File: src/rtl/ksar_pkg.sv
`default_nettype none

package ksar_pkg;

   localparam int KEY_W        = 10;
   localparam int CFG_W        = 8;
   localparam int IDLE_W       = 16;
   localparam int CSR_INDEX_W  = 2;

   localparam logic [KEY_W-1:0]  ABLR_MASK             = 10'h303;
   localparam logic [KEY_W-1:0]  NON_START_SELECT_MASK = 10'h3F3;
   localparam logic [CFG_W-1:0]  DELAY_RESET           = 8'd12;
   localparam logic [CFG_W-1:0]  INTERVAL_RESET        = 8'd4;
   localparam logic [IDLE_W-1:0] IDLE_MAX              = '1;

   typedef enum logic {
      CMD_SAMPLE = 1'b0,
      CMD_CLEAR  = 1'b1
   } cmd_type;

   typedef enum logic [CSR_INDEX_W-1:0] {
      CSR_HOLD_DELAY  = 2'd0,
      CSR_TICK_PERIOD = 2'd1
   } csr_index_type;

   typedef logic [KEY_W-1:0] key_mask_type;

   typedef struct packed {
      key_mask_type        held_keys;
      key_mask_type        previous_keys;
      key_mask_type        pressed_keys;
      key_mask_type        repeated_keys;
      key_mask_type        combo_release;
      key_mask_type        toggle_pressed;
      logic [IDLE_W-1:0]   idle_frames;
   } rsp_payload_type;

endpackage

`default_nettype wire

File: src/rtl/ksar_channels.sv
`default_nettype none

// Sample / clear request channel
interface ksar_req_if;
   import ksar_pkg::*;
   logic         valid;
   logic         ready;
   cmd_type      cmd;
   key_mask_type keys;

   modport source (output valid, cmd, keys, input ready);
   modport sink   (input valid, cmd, keys, output ready);
endinterface

// Result channel
interface ksar_rsp_if;
   import ksar_pkg::*;
   logic              valid;
   logic              ready;
   key_mask_type      held_keys;
   key_mask_type      previous_keys;
   key_mask_type      pressed_keys;
   key_mask_type      repeated_keys;
   key_mask_type      combo_release;
   key_mask_type      toggle_pressed;
   logic [IDLE_W-1:0] idle_frames;

   modport source (output valid, held_keys, previous_keys, pressed_keys, repeated_keys,
                   combo_release, toggle_pressed, idle_frames, input ready);
   modport sink   (input valid, held_keys, previous_keys, pressed_keys, repeated_keys,
                   combo_release, toggle_pressed, idle_frames, output ready);
endinterface

// Register write channel
interface ksar_csr_if;
   import ksar_pkg::*;
   logic                   valid;
   logic                   ready;
   logic [CSR_INDEX_W-1:0] index;
   logic [CFG_W-1:0]       data;

   modport source (output valid, index, data, input ready);
   modport sink   (input valid, index, data, output ready);
endinterface

`default_nettype wire

File: src/rtl/key_state_autorepeat.sv
`default_nettype none

// Channel    | Dir | Payload                                        | Accepted when
// -----------+-----+------------------------------------------------+----------------------
// req_bus    | in  | cmd, keys                                      | valid && ready
// rsp_bus    | out | held/previous/pressed/repeated/combo/toggle,   | valid && ready
//            |     | idle_frames                                    |
// csr_bus    | in  | index, data (0 = hold_delay, 1 = tick_period)  | valid && ready (always)
//
// One beat in, one beat out. Each result is registered in the output stage before it shows on rsp_bus.
// A request is taken every cycle while the skid is empty: the key state updates in the accept cycle.
// Results go through a two-deep output stage (main + skid), so one more request is
// taken while a result is stalled; req ready drops only while the skid is occupied.
// Synchronous reset clears all key state, the countdown, the idle count and the
// output stage, and loads hold_delay = 12, tick_period = 4.

module key_state_autorepeat (
   input  wire             clock,
   input  wire             reset,
   ksar_req_if.sink        req_bus,
   ksar_rsp_if.source      rsp_bus,
   ksar_csr_if.sink        csr_bus
);
   import ksar_pkg::*;

   // configuration
   logic [CFG_W-1:0] hold_delay_ff, hold_delay_in;
   logic [CFG_W-1:0] tick_period_ff, tick_period_in;

   // key state
   key_mask_type      prev_ff, prev_in;
   key_mask_type      held_ff, held_in;
   key_mask_type      pressed_ff, pressed_in;
   key_mask_type      repeat_ff, repeat_in;
   key_mask_type      last_combo_ff, last_combo_in;
   key_mask_type      release_ff, release_in;
   key_mask_type      toggle_ff, toggle_in;
   logic [CFG_W-1:0]  countdown_ff, countdown_in;
   logic [IDLE_W-1:0] idle_ff, idle_in;

   // output stage
   logic            out_valid_ff, out_valid_in;
   rsp_payload_type out_data_ff, out_data_in;
   logic            skid_valid_ff, skid_valid_in;
   rsp_payload_type skid_data_ff, skid_data_in;

   logic            push;
   logic            pop;
   rsp_payload_type new_result;
   logic [CFG_W-1:0] count_dec;
   key_mask_type    keys;

   assign csr_bus.ready = 1'b1;
   assign req_bus.ready = !skid_valid_ff;

   assign push = req_bus.valid && req_bus.ready;
   assign pop  = out_valid_ff && rsp_bus.ready;
   assign keys = req_bus.keys;

   // register writes; unknown indexes are dropped
   always_comb begin
      hold_delay_in  = hold_delay_ff;
      tick_period_in = tick_period_ff;
      if (csr_bus.valid) begin
         unique case (csr_bus.index)
            CSR_HOLD_DELAY:  hold_delay_in  = csr_bus.data;
            CSR_TICK_PERIOD: tick_period_in = csr_bus.data;
            default: ;
         endcase
      end
   end

   // next key state for the beat on req_bus
   always_comb begin
      prev_in       = prev_ff;
      held_in       = held_ff;
      pressed_in    = pressed_ff;
      repeat_in     = repeat_ff;
      last_combo_in = last_combo_ff;
      release_in    = release_ff;
      toggle_in     = toggle_ff;
      countdown_in  = countdown_ff;
      idle_in       = idle_ff;
      count_dec     = countdown_ff - 1'b1;

      unique case (req_bus.cmd)
         CMD_CLEAR: begin
            held_in    = '0;
            pressed_in = '0;
            repeat_in  = '0;
         end
         CMD_SAMPLE: begin
            prev_in    = held_ff;
            held_in    = keys;
            pressed_in = keys & ~held_ff;
            repeat_in  = keys & ~held_ff;
            if ((keys & ~held_ff) != '0) begin
               last_combo_in = keys;
            end

            // A/B/L/R-only combo let go completely
            release_in = '0;
            if (keys == '0 && last_combo_in != '0 &&
                last_combo_in == (held_ff & ABLR_MASK)) begin
               release_in = held_ff;
            end

            // same non-empty set held: count down, repeat on zero
            if (keys != '0 && keys == held_ff) begin
               countdown_in = count_dec;
               if (count_dec == '0) begin
                  repeat_in    = keys;
                  countdown_in = tick_period_ff;
               end
            end else begin
               countdown_in = hold_delay_ff;
            end

            toggle_in = keys & ~toggle_ff;

            if ((keys & NON_START_SELECT_MASK) != '0) begin
               idle_in = '0;
            end else if (idle_ff != IDLE_MAX) begin
               idle_in = idle_ff + 1'b1;
            end
         end
         default: ;
      endcase
   end

   always_comb begin
      new_result.held_keys      = held_in;
      new_result.previous_keys  = prev_in;
      new_result.pressed_keys   = pressed_in;
      new_result.repeated_keys  = repeat_in;
      new_result.combo_release  = release_in;
      new_result.toggle_pressed = toggle_in;
      new_result.idle_frames    = idle_in;
   end

   // main + skid output stage; skid only fills while main is stalled
   always_comb begin
      out_valid_in  = out_valid_ff;
      out_data_in   = out_data_ff;
      skid_valid_in = skid_valid_ff;
      skid_data_in  = skid_data_ff;
      if (!out_valid_ff || pop) begin
         out_valid_in  = skid_valid_ff || push;
         out_data_in   = skid_valid_ff ? skid_data_ff : new_result;
         skid_valid_in = 1'b0;
      end else if (push) begin
         skid_valid_in = 1'b1;
         skid_data_in  = new_result;
      end
   end

   always_ff @(posedge clock) begin
      if (reset) begin
         hold_delay_ff      <= DELAY_RESET;
         tick_period_ff     <= INTERVAL_RESET;
         prev_ff            <= '0;
         held_ff            <= '0;
         pressed_ff         <= '0;
         repeat_ff          <= '0;
         last_combo_ff      <= '0;
         release_ff         <= '0;
         toggle_ff          <= '0;
         countdown_ff       <= '0;
         idle_ff            <= '0;
         out_valid_ff       <= 1'b0;
         skid_valid_ff      <= 1'b0;
      end else begin
         hold_delay_ff      <= hold_delay_in;
         tick_period_ff     <= tick_period_in;
         if (push) begin
            prev_ff       <= prev_in;
            held_ff       <= held_in;
            pressed_ff    <= pressed_in;
            repeat_ff     <= repeat_in;
            last_combo_ff <= last_combo_in;
            release_ff    <= release_in;
            toggle_ff     <= toggle_in;
            countdown_ff  <= countdown_in;
            idle_ff       <= idle_in;
         end
         out_valid_ff  <= out_valid_in;
         skid_valid_ff <= skid_valid_in;
      end
   end

   // result payload, no reset needed
   always_ff @(posedge clock) begin
      out_data_ff  <= out_data_in;
      skid_data_ff <= skid_data_in;
   end

   assign rsp_bus.valid          = out_valid_ff;
   assign rsp_bus.held_keys      = out_data_ff.held_keys;
   assign rsp_bus.previous_keys  = out_data_ff.previous_keys;
   assign rsp_bus.pressed_keys   = out_data_ff.pressed_keys;
   assign rsp_bus.repeated_keys  = out_data_ff.repeated_keys;
   assign rsp_bus.combo_release  = out_data_ff.combo_release;
   assign rsp_bus.toggle_pressed = out_data_ff.toggle_pressed;
   assign rsp_bus.idle_frames    = out_data_ff.idle_frames;

endmodule

`default_nettype wire

File: src/flat_wrapper.sv
// flat-port wrapper written by rule: the top's interface ports become plain ports
module key_state_autorepeat_flat import ksar_pkg::*;
  (clock, reset, req_bus_valid, req_bus_cmd, req_bus_keys, req_bus_ready, rsp_bus_valid, rsp_bus_held_keys, rsp_bus_previous_keys, rsp_bus_pressed_keys, rsp_bus_repeated_keys, rsp_bus_combo_release, rsp_bus_toggle_pressed, rsp_bus_idle_frames, rsp_bus_ready, csr_bus_valid, csr_bus_index, csr_bus_data, csr_bus_ready);
  ksar_req_if req_bus_i ();
  ksar_rsp_if rsp_bus_i ();
  ksar_csr_if csr_bus_i ();
  input  wire clock;
  input  wire reset;
  input wire logic [$bits(req_bus_i.valid)-1:0] req_bus_valid;
  input wire logic [$bits(req_bus_i.cmd)-1:0] req_bus_cmd;
  input wire logic [$bits(req_bus_i.keys)-1:0] req_bus_keys;
  output wire logic [$bits(req_bus_i.ready)-1:0] req_bus_ready;
  output wire logic [$bits(rsp_bus_i.valid)-1:0] rsp_bus_valid;
  output wire logic [$bits(rsp_bus_i.held_keys)-1:0] rsp_bus_held_keys;
  output wire logic [$bits(rsp_bus_i.previous_keys)-1:0] rsp_bus_previous_keys;
  output wire logic [$bits(rsp_bus_i.pressed_keys)-1:0] rsp_bus_pressed_keys;
  output wire logic [$bits(rsp_bus_i.repeated_keys)-1:0] rsp_bus_repeated_keys;
  output wire logic [$bits(rsp_bus_i.combo_release)-1:0] rsp_bus_combo_release;
  output wire logic [$bits(rsp_bus_i.toggle_pressed)-1:0] rsp_bus_toggle_pressed;
  output wire logic [$bits(rsp_bus_i.idle_frames)-1:0] rsp_bus_idle_frames;
  input wire logic [$bits(rsp_bus_i.ready)-1:0] rsp_bus_ready;
  input wire logic [$bits(csr_bus_i.valid)-1:0] csr_bus_valid;
  input wire logic [$bits(csr_bus_i.index)-1:0] csr_bus_index;
  input wire logic [$bits(csr_bus_i.data)-1:0] csr_bus_data;
  output wire logic [$bits(csr_bus_i.ready)-1:0] csr_bus_ready;
  assign req_bus_i.valid = req_bus_valid;
  assign req_bus_i.cmd = req_bus_cmd;
  assign req_bus_i.keys = req_bus_keys;
  assign req_bus_ready = req_bus_i.ready;
  assign rsp_bus_valid = rsp_bus_i.valid;
  assign rsp_bus_held_keys = rsp_bus_i.held_keys;
  assign rsp_bus_previous_keys = rsp_bus_i.previous_keys;
  assign rsp_bus_pressed_keys = rsp_bus_i.pressed_keys;
  assign rsp_bus_repeated_keys = rsp_bus_i.repeated_keys;
  assign rsp_bus_combo_release = rsp_bus_i.combo_release;
  assign rsp_bus_toggle_pressed = rsp_bus_i.toggle_pressed;
  assign rsp_bus_idle_frames = rsp_bus_i.idle_frames;
  assign rsp_bus_i.ready = rsp_bus_ready;
  assign csr_bus_i.valid = csr_bus_valid;
  assign csr_bus_i.index = csr_bus_index;
  assign csr_bus_i.data = csr_bus_data;
  assign csr_bus_ready = csr_bus_i.ready;
  key_state_autorepeat u_core (.clock(clock), .reset(reset), .req_bus(req_bus_i), .rsp_bus(rsp_bus_i), .csr_bus(csr_bus_i));
endmodule
File: config.mk
export PLATFORM = sky130hd
export DESIGN_NAME = key_state_autorepeat_flat
export DESIGN_NICKNAME = d
export VERILOG_FILES = /design/src/rtl/ksar_pkg.sv /design/src/rtl/ksar_channels.sv /design/src/rtl/key_state_autorepeat.sv /design/src/flat_wrapper.sv
export SDC_FILE = /design/constraint.sdc
export NUM_CORES = 1
export LEC_CHECK = 0
export BUFFER_PORTS_ARGS = -buffer_cell sky130_fd_sc_hd__buf_2
export CORE_ASPECT_RATIO = 0.6
export CORE_MARGIN = 8
export CORE_UTILIZATION = 45
export CTS_CLUSTER_SIZE = 25
export DETAILED_ROUTE_END_ITERATION = 8
export GPL_ROUTABILITY_DRIVEN = 1
export PLACE_DENSITY_LB_ADDON = 0.05
export RECOVER_POWER = 50
export SLEW_MARGIN = 20
export SYNTH_ARGS = -nofsm -noshare
export SYNTH_HDL_FRONTEND = slang
export SYNTH_SLANG_ARGS = --single-unit
File: constraint.sdc
create_clock -name clock -period 9.15 [get_ports clock]
set_input_delay 1.83 -clock clock [delete_from_list [all_inputs] [get_ports clock]]
set_output_delay 1.83 -clock clock [all_outputs]
set_load 0.1 [all_outputs]
==> reports/metrics.cfg <==
[sta]
fmax_ghz = 0.1693
rsz0062_at_grt = false
timing.final.ws_setup_ns = 3.244
fin_worst_skew_ns = 0.009112
drv_slew = 153
hold_viol = 0
period_minus_slack_ns = 5.906
post-route-period-util_pct = 64.55
finalSetupTns_ns = 0
worstMarginPinSlew_ns = 4.073
setup_viol = 0
slew_headroom_pct = -171.5
holdWs_ns = 0.4587

[layout]
nets = 1092
utilization_pct = 51.10
layout_commonest_cell = edfxtp_1
antenna_cells = 0
n_fill_cell = 2241
most-common-layout-cells = edfxtp_1 (152), nand2_1 (126), nor2_1 (103), dfxtp_1 (91), clkbuf_1 (79)
drive_gt1_share_pct = 12.32
seqCellArea_um2 = 6407
multi_input_area_um2 = 4009
syn_to_final_growth_pct = 12.96

[cts]
cts.sinks = 244
clockBufferDepth = 3
cts_buffers = 24
insertion_delay_ns = 0.52
cts_resized = 0
ctsRootBufferMaster = clkbuf_16
hold_buffers = 0
cts-htree-levels = 1
cts.clk_slew.worst_paths_ns = 0.06
cts_tree = yes
cts_setup_buffers = 0

[yosys]
syn_area_um2 = 10780
synthAdderAreaFrac_pct = 1.508
synthFlopType = edfxtp_1
synth-seq-cells = 244
synth_edf_count = 152
ys_types = 64
synthCells = 977
synthSimpleGateAreaFrac_pct = 16.93
yosys_warnings = 0
muxShareOfSynthArea_pct = 6.683
synthXorXnorAreaFrac_pct = 1.543
synth_compound_area_share_pct = 10.44
ys_async_sr_fraction_pct = 0
yosysSeqAreaShare_pct = 59.40
syn_nets = 1016
synth_top_family_by_area = simple AND/OR/NAND/NOR gates
synth_area_per_cell_um2 = 11.04

[run]
drv_cap = 3

[place]
port_buffers = 103
dp_slack_ns = 4.655
gp_congestion = 0.8628
dp_hpwl_um = 18120

[global_routing]
grt_max_degree = 84
grt_pass1_vias = 7080
antenna_found_initial = 0
grt_pass1_wl_um = 42950
grt.overflow.total = 0
grt_usage_pct = 18.34

[routing]
via_per_inst = 5.528
dr.pass1.iters = 6
drc = 0
routed_wl_um = 27950
wl_per_cell_um = 20.07
ant_nets = 0
num_vias = 7701
drt_iter0_drc = 712

[critical_path]
r2r_cells = 3
required_ns = 9.55
r2r_slack_ns = 4.85
critPathKind = primary input to register
r2r_end = u_core.rsp_bus.valid
cp-start-kind = primary input
worstSetupEndpointType = register
r2r-start = u_core.rsp_bus.valid
critPathLaunch = reset
crit_arrival_ns = 6.31
path_max_fanout = 80

[floorplan]
ioPinCount = 105
core_area_um2 = 23840
fp.dieArea_um2 = 29340
chipHeight_um = 135.9
rows = 44
initial_core_util_pct = 45.24
die_w_um = 215.9

[power_and_ir_drop]
power_density_nw_per_um2 = 213.5
power_leakage_nw = 4.428
vdd_drop_max_v = 0.0001285

[worst_hold_path]
worstHoldStart = u_core.prev_ff[3]
hold_path_depth = 2
hp-class = register to register
hold_end = u_core.prev_ff[3]

[status]
status = complete, but fails checks
violations = max-capacitance violations, max-slew violations

power breakdown:
| group | total (mW) | leakage [nW] | internal, mW | switching [mW] |
|---|---|---|---|---|
| registers | 1.24 | 2.27 | 1.22 | 0.0230 |
| logic | 0.375 | 1.79 | 0.0569 | 0.318 |
| clock network | 0.983 | 0.369 | 0.553 | 0.429 |
sequential cells by signal, summed over array words and instances, names as in the netlist, 10 cells and up:
register	count
u_core.rsp_bus.pressed_keys	10
u_core.held_ff	10
u_core.rsp_bus.repeated_keys	10
u_core.prev_ff	10
u_core.rsp_bus.idle_frames	16
u_core.rsp_bus.toggle_pressed	10
u_core.rsp_bus.combo_release	10
u_core.last_combo_ff	10
u_core.toggle_ff	10
u_core.release_ff	10
u_core.skid_data_ff	76
u_core.idle_ff	16
u_core.rsp_bus.held_keys	10
u_core.rsp_bus.previous_keys	10
layout make-up:
| class | count | area share, % |
|---|---|---|
| Sequential cell | 244 | 52.60 |
| Multi-Input combinational cell | 644 | 32.91 |
| Clock buffer | 26 | 5.166 |
| Timing Repair Buffer | 114 | 4.067 |
| Tap cell | 322 | 3.307 |
| Clock inverter | 18 | 1.181 |
| Inverter | 25 | 0.7703 |
routing by layer:
layer	share of wire (%)	GRT usage, %
met3	5.8	3.222
met5	0	0
met1	54	29.95
met4	1.5	3.278
met2	39	24.62
worst max-delay path, cell delays in order:
cell and delay (ns):
buf_2 0.07, clkbuf_1 2.84, nor2_1 0.99, a22o_1 0.52
synthesized netlist by cell type, types with 3 or more instances:
cell | n | share of area (%)
xor2_1 | 10 | 0.81
buf_2 | 10 | 0.46
and3_1 | 12 | 0.70
mux2i_1 | 36 | 3.3
nand3_1 | 16 | 0.74
inv_1 | 24 | 0.84
xnor2_1 | 9 | 0.73
dfxtp_1 | 92 | 17
nor4_1 | 9 | 0.52
edfxtp_1 | 152 | 42
buf_1 | 4 | 0.14
a41oi_1 | 3 | 0.24
nor4_4 | 4 | 0.79
nand3b_1 | 4 | 0.28
nor3_1 | 27 | 1.3
o31ai_1 | 13 | 0.90
ha_1 | 13 | 1.5
or3_1 | 6 | 0.35
a21oi_1 | 58 | 2.7
nor2b_1 | 11 | 0.64
a31oi_1 | 11 | 0.64
o21ai_1 | 13 | 0.60
clkbuf_1 | 44 | 1.5
nor2_1 | 103 | 3.6
buf_4 | 5 | 0.35
nand4_1 | 9 | 0.52
a211oi_1 | 5 | 0.35
nor4_2 | 5 | 0.58
a22o_1 | 22 | 1.8
nand2b_1 | 3 | 0.17
o21ai_0 | 34 | 1.6
a2111oi_0 | 6 | 0.49
mux2_2 | 32 | 3.3
or4_1 | 5 | 0.35
nand2_1 | 126 | 4.4
and2_1 | 5 | 0.29
kinds of logic (layout without fill, tap and decap cells):
kind of cell | Yosys count | after routing
DFF | 244 | 244
muxes | 68 | 68
adders and majority gates | 13 | 13
and+or+nand+nor | 365 | 365
other | 1 | 1
AOI/OAI and AO/OA | 178 | 178
buffers and inverters | 89 | 183
xor gates and xnor gates | 19 | 19
stage by stage:
stage | power [mW] | cell area (µm²) | std cells
after floorplan | 1.572 | 10780 | 977
after global placement | 1.650 | 11530 | 1349
after global routing | 2.688 | 12180 | 1393
final | 2.601 | 12180 | 1393
after detailed placement | 1.650 | 11530 | 1349
after CTS | 2.636 | 12300 | 1393
worst max path at each step:
stage | end | slack, ns | depth (start not counted)
floorplan | u_core.skid_data_ff[0] | 1.57 | 2
CTS | u_core.rsp_bus.repeated_keys[5] | 5.21 | 7
global route | u_core.release_ff[0] | 2.93 | 4
finish | u_core.release_ff[2] | 3.24 | 4
detailed placement | u_core.rsp_bus.repeated_keys[5] | 4.66 | 7
global placement | u_core.rsp_bus.repeated_keys[5] | 4.70 | 7
Note: power is estimated with default switching activity, not from simulation.
